===== config.mk =====
export PLATFORM = sky130hd
export DESIGN_NAME = cancellable_deferred_work_queue
export DESIGN_NICKNAME = d
export VERILOG_FILES = /design/src/rtl/core/cdwq_pkg.sv /design/src/rtl/core/cdwq_ram.sv /design/src/rtl/core/cancellable_deferred_work_queue.sv
export SDC_FILE = /design/constraint.sdc
export NUM_CORES = 2
export LEC_CHECK = 0
export BUFFER_PORTS_ARGS = -buffer_cell sky130_fd_sc_hd__buf_2
export CAP_MARGIN = 20
export CORE_MARGIN = 10
export CORE_UTILIZATION = 45
export CTS_CLUSTER_DIAMETER = 30
export DETAILED_ROUTE_END_ITERATION = 6
export PLACE_DENSITY_LB_ADDON = 0.15
export SLEW_MARGIN = 40
export SYNTH_ARGS = -nofsm -noshare
export SYNTH_HDL_FRONTEND = slang
export SYNTH_SLANG_ARGS = --single-unit

===== constraint.sdc =====
create_clock -name clk -period 18 [get_ports clk]
set_input_delay 0.9 -clock clk [delete_from_list [all_inputs] [get_ports clk]]
set_output_delay 0.9 -clock clk [all_outputs]
set_load 0.05 [all_outputs]

===== src/rtl/core/cdwq_pkg.sv =====
`default_nettype none

package cdwq_pkg;

    localparam int QUEUE_DEPTH_DEF = 16;
    localparam int MAX_RESULTS     = 16;
    localparam int N_W             = $clog2(MAX_RESULTS + 1);
    localparam int WORD_W          = 32;

    typedef enum logic [1:0] {
        OP_ENQUEUE = 2'd0,
        OP_CANCEL  = 2'd1,
        OP_DRAIN   = 2'd2,
        OP_NONE    = 2'd3
    } op_t;

    typedef enum logic [1:0] {
        KIND_ENQUEUE = 2'd0,
        KIND_CANCEL  = 2'd1,
        KIND_ENTRY   = 2'd2,
        KIND_MARKER  = 2'd3
    } kind_t;

    typedef enum logic [2:0] {
        ST_IDLE,
        ST_ENQ,
        ST_CAN_RD,
        ST_CAN_CHK,
        ST_CAN_REPLY,
        ST_DRN_RD,
        ST_DRN_CHK,
        ST_DRN_FLUSH
    } state_t;

    typedef struct packed {
        logic              cancelled;
        logic [WORD_W-1:0] handle;
        logic [WORD_W-1:0] action;
        logic [WORD_W-1:0] ctx;
    } entry_t;

    localparam int ENTRY_W = $bits(entry_t);

endpackage

`default_nettype wire


===== src/rtl/core/cdwq_ram.sv =====
`default_nettype none

module cdwq_ram #(
    parameter int WIDTH = 8,
    parameter int DEPTH = 16
) (
    input  wire logic                     clk,
    input  wire logic                     wr_en,
    input  wire logic [$clog2(DEPTH)-1:0] wr_addr,
    input  wire logic [WIDTH-1:0]         wr_data,
    input  wire logic                     rd_en,
    input  wire logic [$clog2(DEPTH)-1:0] rd_addr,
    output logic      [WIDTH-1:0]         rd_data
);

    logic [WIDTH-1:0] mem [DEPTH];

    always_ff @(posedge clk)
    begin
        if (wr_en)
        begin
            mem[wr_addr] <= wr_data;
        end
        if (rd_en)
        begin
            rd_data <= mem[rd_addr];
        end
    end

endmodule

`default_nettype wire


===== src/rtl/core/cancellable_deferred_work_queue.sv =====
`default_nettype none
// Requests are handled one at a time; cmd_stall is high until the current one is finished.
// Enqueue: the reply is loaded in ST_ENQ once the output register is free.
// Cancel: each entry examined is read in ST_CAN_RD and checked in ST_CAN_CHK.
// Drain: pops via ST_DRN_RD and ST_DRN_CHK; each result waits for a free output register.
// An asynchronous low rst_n empties the queue and sets the next handle to one.
// Entry memory contents are not cleared by reset.

module cancellable_deferred_work_queue #(
    parameter int QUEUE_DEPTH = cdwq_pkg::QUEUE_DEPTH_DEF
) (
    input  wire logic                        clk,
    input  wire logic                        rst_n,
    input  wire logic                        cmd_valid,
    output logic                             cmd_stall,
    input  wire logic [1:0]                  opcode,
    input  wire logic [cdwq_pkg::WORD_W-1:0] action_code,
    input  wire logic [cdwq_pkg::WORD_W-1:0] context_word,
    input  wire logic [cdwq_pkg::WORD_W-1:0] cancel_handle,
    output logic                             res_valid,
    input  wire logic                        res_stall,
    output logic [1:0]                       result_kind,
    output logic [cdwq_pkg::WORD_W-1:0]      handle,
    output logic [cdwq_pkg::WORD_W-1:0]      action_code_out,
    output logic [cdwq_pkg::WORD_W-1:0]      context_out,
    output logic                             ok,
    output logic                             last
);

    import cdwq_pkg::*;

    localparam int PTR_W = $clog2(QUEUE_DEPTH);
    localparam int CNT_W = $clog2(QUEUE_DEPTH + 1);

    state_t             state_reg, state_next;
    logic [PTR_W-1:0]   head_reg, head_next;
    logic [PTR_W-1:0]   tail_reg, tail_next;
    logic [CNT_W-1:0]   count_reg, count_next;
    logic [WORD_W-1:0]  next_handle_reg, next_handle_next;
    logic [PTR_W-1:0]   ptr_reg, ptr_next;
    logic [CNT_W-1:0]   scan_reg, scan_next;
    logic               found_reg, found_next;
    logic               pend_valid_reg, pend_valid_next;
    entry_t             pend_reg, pend_next;
    logic [N_W-1:0]     n_reg, n_next;
    logic [WORD_W-1:0]  act_reg, act_next;
    logic [WORD_W-1:0]  ctx_reg, ctx_next;
    logic [WORD_W-1:0]  ch_reg, ch_next;

    logic               res_valid_reg, res_valid_next;
    kind_t              res_kind_reg, res_kind_next;
    logic [WORD_W-1:0]  res_handle_reg, res_handle_next;
    logic [WORD_W-1:0]  res_action_reg, res_action_next;
    logic [WORD_W-1:0]  res_ctx_reg, res_ctx_next;
    logic               res_ok_reg, res_ok_next;
    logic               res_last_reg, res_last_next;

    logic               out_free;
    logic               wr_en;
    logic [PTR_W-1:0]   wr_addr;
    entry_t             wr_data;
    logic               rd_en;
    logic [PTR_W-1:0]   rd_addr;
    entry_t             rd_data;
    logic [ENTRY_W-1:0] rd_bits;

    function automatic logic [PTR_W-1:0] ptr_inc(input logic [PTR_W-1:0] p);
        return (p == PTR_W'(QUEUE_DEPTH - 1)) ? '0 : p + PTR_W'(1);
    endfunction

    cdwq_ram #(
        .WIDTH (ENTRY_W),
        .DEPTH (QUEUE_DEPTH)
    ) u_entries (
        .clk     (clk),
        .wr_en   (wr_en),
        .wr_addr (wr_addr),
        .wr_data (wr_data),
        .rd_en   (rd_en),
        .rd_addr (rd_addr),
        .rd_data (rd_bits)
    );

    assign rd_data  = entry_t'(rd_bits);
    assign out_free = !res_valid_reg || !res_stall;
    assign rd_en    = (state_reg == ST_CAN_RD) || (state_reg == ST_DRN_RD);
    assign rd_addr  = (state_reg == ST_CAN_RD) ? ptr_reg : head_reg;

    assign cmd_stall       = (state_reg != ST_IDLE);
    assign res_valid       = res_valid_reg;
    assign result_kind     = res_kind_reg;
    assign handle          = res_handle_reg;
    assign action_code_out = res_action_reg;
    assign context_out     = res_ctx_reg;
    assign ok              = res_ok_reg;
    assign last            = res_last_reg;

    always_comb
    begin
        state_next       = state_reg;
        head_next        = head_reg;
        tail_next        = tail_reg;
        count_next       = count_reg;
        next_handle_next = next_handle_reg;
        ptr_next         = ptr_reg;
        scan_next        = scan_reg;
        found_next       = found_reg;
        pend_valid_next  = pend_valid_reg;
        pend_next        = pend_reg;
        n_next           = n_reg;
        act_next         = act_reg;
        ctx_next         = ctx_reg;
        ch_next          = ch_reg;
        res_valid_next   = res_valid_reg && res_stall;
        res_kind_next    = res_kind_reg;
        res_handle_next  = res_handle_reg;
        res_action_next  = res_action_reg;
        res_ctx_next     = res_ctx_reg;
        res_ok_next      = res_ok_reg;
        res_last_next    = res_last_reg;
        wr_en            = 1'b0;
        wr_addr          = tail_reg;
        wr_data          = '{cancelled: 1'b0, handle: next_handle_reg,
                             action: act_reg, ctx: ctx_reg};

        unique case (state_reg)
            ST_IDLE:
            begin
                act_next        = action_code;
                ctx_next        = context_word;
                ch_next         = cancel_handle;
                ptr_next        = head_reg;
                scan_next       = '0;
                found_next      = 1'b0;
                pend_valid_next = 1'b0;
                n_next          = '0;
                if (cmd_valid)
                begin
                    unique case (op_t'(opcode))
                        OP_ENQUEUE:
                        begin
                            state_next = ST_ENQ;
                        end
                        OP_CANCEL:
                        begin
                            if (cancel_handle == '0 || count_reg == '0)
                            begin
                                state_next = ST_CAN_REPLY;
                            end
                            else
                            begin
                                state_next = ST_CAN_RD;
                            end
                        end
                        OP_DRAIN:
                        begin
                            state_next = (count_reg == '0) ? ST_DRN_FLUSH : ST_DRN_RD;
                        end
                        OP_NONE:
                        begin
                            state_next = ST_IDLE;
                        end
                    endcase
                end
            end

            ST_ENQ:
            begin
                if (out_free)
                begin
                    res_valid_next  = 1'b1;
                    res_kind_next   = KIND_ENQUEUE;
                    res_action_next = '0;
                    res_ctx_next    = '0;
                    res_last_next   = 1'b1;
                    if (act_reg == '0 || count_reg == CNT_W'(QUEUE_DEPTH))
                    begin
                        res_handle_next = '0;
                        res_ok_next     = 1'b0;
                    end
                    else
                    begin
                        wr_en            = 1'b1;
                        res_handle_next  = next_handle_reg;
                        res_ok_next      = 1'b1;
                        tail_next        = ptr_inc(tail_reg);
                        count_next       = count_reg + CNT_W'(1);
                        next_handle_next = (next_handle_reg == '1) ? WORD_W'(1)
                                                                   : next_handle_reg + WORD_W'(1);
                    end
                    state_next = ST_IDLE;
                end
            end

            ST_CAN_RD:
            begin
                state_next = ST_CAN_CHK;
            end

            ST_CAN_CHK:
            begin
                if (rd_data.handle == ch_reg && !rd_data.cancelled)
                begin
                    wr_en             = 1'b1;
                    wr_addr           = ptr_reg;
                    wr_data           = rd_data;
                    wr_data.cancelled = 1'b1;
                    found_next        = 1'b1;
                    state_next        = ST_CAN_REPLY;
                end
                else if (scan_reg + CNT_W'(1) == count_reg)
                begin
                    state_next = ST_CAN_REPLY;
                end
                else
                begin
                    scan_next  = scan_reg + CNT_W'(1);
                    ptr_next   = ptr_inc(ptr_reg);
                    state_next = ST_CAN_RD;
                end
            end

            ST_CAN_REPLY:
            begin
                if (out_free)
                begin
                    res_valid_next  = 1'b1;
                    res_kind_next   = KIND_CANCEL;
                    res_handle_next = '0;
                    res_action_next = '0;
                    res_ctx_next    = '0;
                    res_ok_next     = found_reg;
                    res_last_next   = 1'b1;
                    state_next      = ST_IDLE;
                end
            end

            ST_DRN_RD:
            begin
                state_next = ST_DRN_CHK;
            end

            ST_DRN_CHK:
            begin
                if (rd_data.cancelled || !pend_valid_reg || out_free)
                begin
                    head_next  = ptr_inc(head_reg);
                    count_next = count_reg - CNT_W'(1);
                    if (!rd_data.cancelled)
                    begin
                        if (pend_valid_reg)
                        begin
                            res_valid_next  = 1'b1;
                            res_kind_next   = KIND_ENTRY;
                            res_handle_next = pend_reg.handle;
                            res_action_next = pend_reg.action;
                            res_ctx_next    = pend_reg.ctx;
                            res_ok_next     = 1'b1;
                            res_last_next   = 1'b0;
                        end
                        pend_next       = rd_data;
                        pend_valid_next = 1'b1;
                        n_next          = n_reg + N_W'(1);
                    end
                    if (count_reg != CNT_W'(1) && n_next != N_W'(MAX_RESULTS))
                    begin
                        state_next = ST_DRN_RD;
                    end
                    else
                    begin
                        state_next = ST_DRN_FLUSH;
                    end
                end
            end

            ST_DRN_FLUSH:
            begin
                if (out_free)
                begin
                    res_valid_next = 1'b1;
                    res_last_next  = 1'b1;
                    if (pend_valid_reg)
                    begin
                        res_kind_next   = KIND_ENTRY;
                        res_handle_next = pend_reg.handle;
                        res_action_next = pend_reg.action;
                        res_ctx_next    = pend_reg.ctx;
                        res_ok_next     = 1'b1;
                    end
                    else
                    begin
                        res_kind_next   = KIND_MARKER;
                        res_handle_next = '0;
                        res_action_next = '0;
                        res_ctx_next    = '0;
                        res_ok_next     = 1'b0;
                    end
                    state_next = ST_IDLE;
                end
            end

            default:
            begin
                state_next = ST_IDLE;
            end
        endcase
    end

    always_ff @(posedge clk or negedge rst_n)
    begin
        if (!rst_n)
        begin
            state_reg       <= ST_IDLE;
            head_reg        <= '0;
            tail_reg        <= '0;
            count_reg       <= '0;
            next_handle_reg <= WORD_W'(1);
            res_valid_reg   <= 1'b0;
            pend_valid_reg  <= 1'b0;
            found_reg       <= 1'b0;
            scan_reg        <= '0;
            n_reg           <= '0;
        end
        else
        begin
            state_reg       <= state_next;
            head_reg        <= head_next;
            tail_reg        <= tail_next;
            count_reg       <= count_next;
            next_handle_reg <= next_handle_next;
            res_valid_reg   <= res_valid_next;
            pend_valid_reg  <= pend_valid_next;
            found_reg       <= found_next;
            scan_reg        <= scan_next;
            n_reg           <= n_next;
        end
    end

    always_ff @(posedge clk)
    begin
        ptr_reg        <= ptr_next;
        pend_reg       <= pend_next;
        act_reg        <= act_next;
        ctx_reg        <= ctx_next;
        ch_reg         <= ch_next;
        res_kind_reg   <= res_kind_next;
        res_handle_reg <= res_handle_next;
        res_action_reg <= res_action_next;
        res_ctx_reg    <= res_ctx_next;
        res_ok_reg     <= res_ok_next;
        res_last_reg   <= res_last_next;
    end

    a_count_bound: assert property (@(posedge clk) disable iff (!rst_n)
        count_reg <= CNT_W'(QUEUE_DEPTH))
        else $error("entry count exceeds queue depth");

    a_handle_nonzero: assert property (@(posedge clk) disable iff (!rst_n)
        next_handle_reg != '0)
        else $error("next handle is zero");

    a_enq_ok_handle: assert property (@(posedge clk) disable iff (!rst_n)
        res_valid_reg && res_kind_reg == KIND_ENQUEUE |-> res_ok_reg == (res_handle_reg != '0))
        else $error("enqueue reply ok disagrees with handle");

    a_marker_shape: assert property (@(posedge clk) disable iff (!rst_n)
        res_valid_reg && res_kind_reg == KIND_MARKER |-> !res_ok_reg && res_last_reg)
        else $error("drain marker malformed");

    a_pop_on_drain: assert property (@(posedge clk) disable iff (!rst_n)
        state_reg == ST_DRN_CHK && state_next != ST_DRN_CHK |=>
            count_reg == $past(count_reg) - CNT_W'(1))
        else $error("drain step did not pop one entry");

endmodule

`default_nettype wire

Word level (Yosys, flattened, before mapping)
Memory sizes are Yosys's and may differ from the RTL's. A register that Yosys moved wholly into a read port is not among the register bits.
Cells that the tools add are included.

storage, ports and cells
  bits in writable memories = 1552
  memories = 1
  input bits = 102
  flip-flop bits (word level) = 357

memory list
  name           words  width  read ports  clocked after Yosys merged registers in  wr ports  RTL line        source
  u_entries.mem  16     97     1           1                                        1         cdwq_ram.sv:16  logic [WIDTH-1:0] mem [DEPTH];

cells by class
  reduce and logical (&&, ||, !) cells = 39
  mux-type cells = 92
  $add $sub $neg = 8
  bitwise gates (word level) = 2
  equality and inequality tests = 32

operators with widths
  cell                                           count
  two-way mux 32 bit                             19
  two-way mux 97 bit                             2
  case mux 32 bit (3 select lines)               2
  case mux 32 bit (4 select lines)               1
  zero test 32 bit                               2
  two-way mux 5 bit                              9
  adder 32 x 1 -> 32 bit, second input constant  1
  == test 32 bit                                 1
  == test 32 bit, second input constant          1
  two-way mux 4 bit                              8
  case mux 5 bit (2 select lines)                3
  two-way mux 1 bit                              24
  != test 2 bit, second input constant           11
  two-way mux 3 bit                              6
  case mux 3 bit (6 select lines)                1
  two-way mux 2 bit                              8
  adder 5 x 1 -> 5 bit, second input constant    3
  AND reduction 3 bit                            5
  adder 4 x 1 -> 4 bit, second input constant    3
  == test 3 bit, second input constant           4
  == test 4 bit, second input constant           3
  case mux 3 bit (4 select lines)                1
  case mux 1 bit (2 select lines)                5
  case mux 2 bit (4 select lines)                1
  other kinds (29)                               49

Logic depth before layout (Yosys ltp)
  depth after elaboration = 10
  gate-level depth with buffers = 10
  gate-level depth less buffers = 7

Modules after synthesis
A second synthesis with hierarchy kept.

unflattened totals
  cells, all modules = 3458
  area, all modules = 75691.3 µm²

by module, submodules not included
  module                           instances  seq. area each (µm²)  cells an instance  area each (µm²)
  cdwq_ram                         1          49517.5               2484               60789.6
  cancellable_deferred_work_queue  1          10416.2               974                14901.8

Worst setup path before layout
OpenSTA, ideal clock, no wires.

  kind = register -> register
  start point = register u_entries.rd_data[80] (read register of u_entries.mem)
  end point = memory u_entries.mem[15][0] in the netlist's numbering (enable)
  period minus slack after synthesis = 10057 ps
  data required time = 17300 ps
  setup slack = 7943 ps
  stages on the path, launching flop included = 8
  path buffers = 1
  data arrival time = 9357 ps
  cell sequence = edfxtp_1 -> xor2_1 -> a211o_1 -> or4_4 -> nor3_1 -> or3b_2 -> clkbuf_1 -> o32ai_1

between the ends
  cells in the longest elaborated chain, start to end = 6

RTL lines
  element                                  RTL line                                source
  from (decl)                              cdwq_ram.sv:13                          output logic [WIDTH-1:0] rd_data
  == test 32 bit (*)                       cancellable_deferred_work_queue.sv:202  if (rd_data.handle == ch_reg && !rd_data.cancelled)
  logical AND 1 bit (*)                    cancellable_deferred_work_queue.sv:202
  two-way mux 1 bit                        cancellable_deferred_work_queue.sv:202
  case mux 1 bit (2 select lines)          cancellable_deferred_work_queue.sv:126  unique case (state_reg)
  two-way mux 1 bit                        cdwq_ram.sv:20                          if (wr_en)
  two-way mux 1 bit (implied by the code)  cdwq_ram.sv:22                          mem[wr_addr] <= wr_data;
  to (decl)                                cdwq_ram.sv:16

Every way passes the cells marked *; elsewhere a longest branch is shown, timed or not.

Worst setup path after layout
  start point = register state_reg[2]
  end point = register u_entries.rd_data[76] (read register of u_entries.mem) (data pin)

between the ends
  cells in the longest elaborated chain, start to end = 2

RTL lines
  element                                                         RTL line                                                                      source
  from (decl)                                                     cancellable_deferred_work_queue.sv:35                                         state_t state_reg, state_next;
  from (signal assigned)                                          cancellable_deferred_work_queue.sv:326                                        state_reg <= state_next;
  == test 3 x 2 -> 1 bit / == test 3 bit (equally long branches)  cancellable_deferred_work_queue.sv:86, cancellable_deferred_work_queue.sv:87
  two-way mux 4 bit / logical OR 1 bit (equally long branches)    cancellable_deferred_work_queue.sv:87, cancellable_deferred_work_queue.sv:86

Several ways; a longest one is shown, not always the timed one.
A chain may end at the register's enable or synchronous reset.

==> results_dict.tcl <==
set metrics [dict create \
    combinationalPowerShare_pct 23.9 \
    worstPathCellList "nand2b_2, nor2_2, mux2i_4, buf_12, buf_16, buf_16, buf_12, buf_16, buf_16, mux4_2, a22oi_1, nand2_1" \
    synth_edf_count 1945 \
    synthTopCellsByArea "edfxtp_1 77%, mux4_2 11%, dfrtp_1 2.0%" \
    cts-htree-levels 5 \
    slew_headroom_pct 42.50 \
    drt-initial-drc-count 4076 \
    drc 0 \
    grt_first_pass_wirelength_mm 283.8 \
    clock-sinks 2006 \
    cts_tree "yes" \
    clk_latency_ns 0.94 \
    finalSetupViolations 0 \
    grt_usage_pct 20.80 \
    yosysWarnings 0 \
    coreArea_sq_um 167600 \
    cts.hold.buffers_added 0 \
    ys_ff_latch 2006 \
    synthesis.area_sq_um 76000 \
    tns_ns 0 \
    vias 38239 \
    first_global_vias 40291 \
    cp_max_fo 57 \
    clk_pin_slew_worst_paths_ns 0.04 \
    largest_reg_flops 1552 \
    placement.io_buffers 203 \
    p_switching_mw 5.502 \
    fin_crit_sh_pct 28.15 \
    p_leak_nw 32.62 \
    hold_viol_final 0 \
    gr-total-overflow 0 \
    grt_max_degree 91 \
    timing.fmax_mhz 197.4 \
    place_hpwl_mm 106.5 \
    power_frac_seq_pct 34.5 \
    timing.rr.start "state_reg[2]" \
    clockRootBuffer "clkbuf_16" \
    synth_ff_type "edfxtp_1" \
    dieHeight_microns 431.0 \
    drtAntennaViolNets 0 \
    post_cts_resized 0 \
    holdCritPathClass "in -> async" \
    cap_viol_max_count 0 \
    async_flop_share_pct 3.041 \
    worstPathArrival_ns 5.70 \
    core.rowCount 150 \
    cp.required_ns 18.63 \
    wl_per_cell_microns 29.47 \
    crit_path_start_kind "register" \
    syn2layout_area_growth_pct 24.43 \
    vias_per_cell 5.796 \
    power.density_nw_per_um2 194.0 \
    finClkSkew_ns 0.07507 \
    die-area_sq_um 185700 \
    ios 204 \
    sw_frac_of_total_pct 29.99 \
    yosysSeqAreaShare_pct 78.86 \
    outcome "complete, no violations" \
    ir_worst_vdd_mv 0.1200 \
    drt_pass1_iterations 5 \
    yosys.area.top_type "edfxtp_1" \
    criticalPathCategory "reg -> reg" \
    critical-path-max-stage-delay_ns 0.55 \
    crit_path_frequent_cell "buf_16" \
    worst_pin_slew_ns 0.8625 \
    slew_violations 0 \
    cts.path.max_buffers 4 \
    synth_nets 3635 \
    final_cell_count_no_fill 6598 \
    slowest_stage "mux4_2" \
    post-cts-setup-buffers 0 \
    share_clk_of_total_power_pct 41.6 \
    rsz0062_at_grt "false" \
    end_kind "register" \
    antenna_found_initial 6 \
    crit_start "state_reg[2]" \
    fp.dieW_microns 431.0 \
    finalWirelength_mm 194.5 \
    place_inst 5834 \
    finalCriticalPeriod_ns 5.066 \
    gp_congestion 0.8290 \
    cts_buffers 418 \
    synthDistinctLibCells 70 \
    intPower_mw 12.85 \
    synth_commonest_cells "1945 x edfxtp_1, 388 x mux4_2, 195 x a22oi_1" \
    nNetsFinal 4163 \
    drive_gt1_share_pct 33.83 \
    initial_core_util_pct 45.35 \
    yosysMostFrequentCell "edfxtp_1" \
    synth_area_per_cell_sq_um 21.57 \
    synth_top_area_share_pct 76.85 \
    syn_inst 3523 \
]
worst max-delay path: cells and delay by family (launching register included):
| family | cells | cell delay (ns) |
|---|---|---|
| buf+inv | 6 | 1.85 |
| flops | 1 | 0.53 |
| simple gates | 3 | 0.94 |
| mux | 2 | 1.09 |
| compound gates | 1 | 0.22 |
layout by cell type (no fill, tap or decap), drive strengths merged, types with 25 or more instances in the layout:
master and count:
nor2 32, mux2 98, nand2 147, and3 73, clkinv 161, a22o 33, inv 39, bufinv 63
clkbuf 465, mux4 388, clkinvlp 56, dfrtp 60, xnor2 25, edfxtp 1945, nand3 32, buf 289
xor2 29, a22oi 195, nor4 27, o21ai 40
worst paths after layout:
check	end	slack (ns)	depth (start not counted)
min in group clk	ctx_reg[20]	0.13	1
min	next_handle_reg[27]	0.1	2
max in group asynchronous	head_reg[3]	17.45	2
max	u_entries.rd_data[76]	12.93	12
max reg2reg	u_entries.rd_data[76]	12.93	12
min reg2reg	pend_reg[27]	0.42	0
per-layer routing:
metal  track usage, %  share of wire (%)
met3            4.101                6.4
met1            28.88                 42
met2            33.28                 49
met4            6.684                2.6
met5                0                  0
cells by family (layout without fill, tap and decap cells):
family	after synthesis	after routing	share of synthesized area, %
flops	2006	2006	78.86
mux	492	492	13.03
simple gates	400	400	2.698
compound gates	358	358	3.447
buf+inv	203	1073	1.182
xor+xnor	54	54	0.6223
fa+ha+maj	10	10	0.1646
other cells	0	1	0
metrics by stage:
stage	hold WS [ns]	setup WS [ns]	instance area [sq um]	power (mW)	util [%]
2_1_floorplan	0.4204	7.943	76000	9.374	-
3_3_place_gp	0.4296	12.39	79940	10.78	47.70
3_5_place_dp	0.4303	12.82	80340	10.86	47.94
4_1_cts	0.05099	12.83	94530	18.54	56.40
5_1_grt	0.07868	12.57	94570	19.07	56.43
6_report	0.09831	12.93	94570	18.35	56.43
layout make-up:
cell class                 instances  area, sq um
fill                           12427        73030
sequential                      2006        59930
multi-input combinational       1314        15540
clock buffer                     465        10800
clock inverter                   297         3396
tap                             2204         2758
timing repair buffer             289         2054
inverter                          22        91.34
antenna                            1        2.502
power by group through the flow:
| stage | combinational (mW) | sequential [mW] | clock, mW |
|---|---|---|---|
| 5_1_grt | 4.70 | 6.36 | 8.01 |
| 4_1_cts | 4.47 | 6.33 | 7.74 |
| 6_report | 4.39 | 6.32 | 7.64 |
| 3_3_place_gp | 4.38 | 6.40 | 0 |
| 2_1_floorplan | 2.71 | 6.67 | 0 |
| 3_5_place_dp | 4.46 | 6.40 | 0 |
No activity file was read; power rests on OpenSTA's default activity.
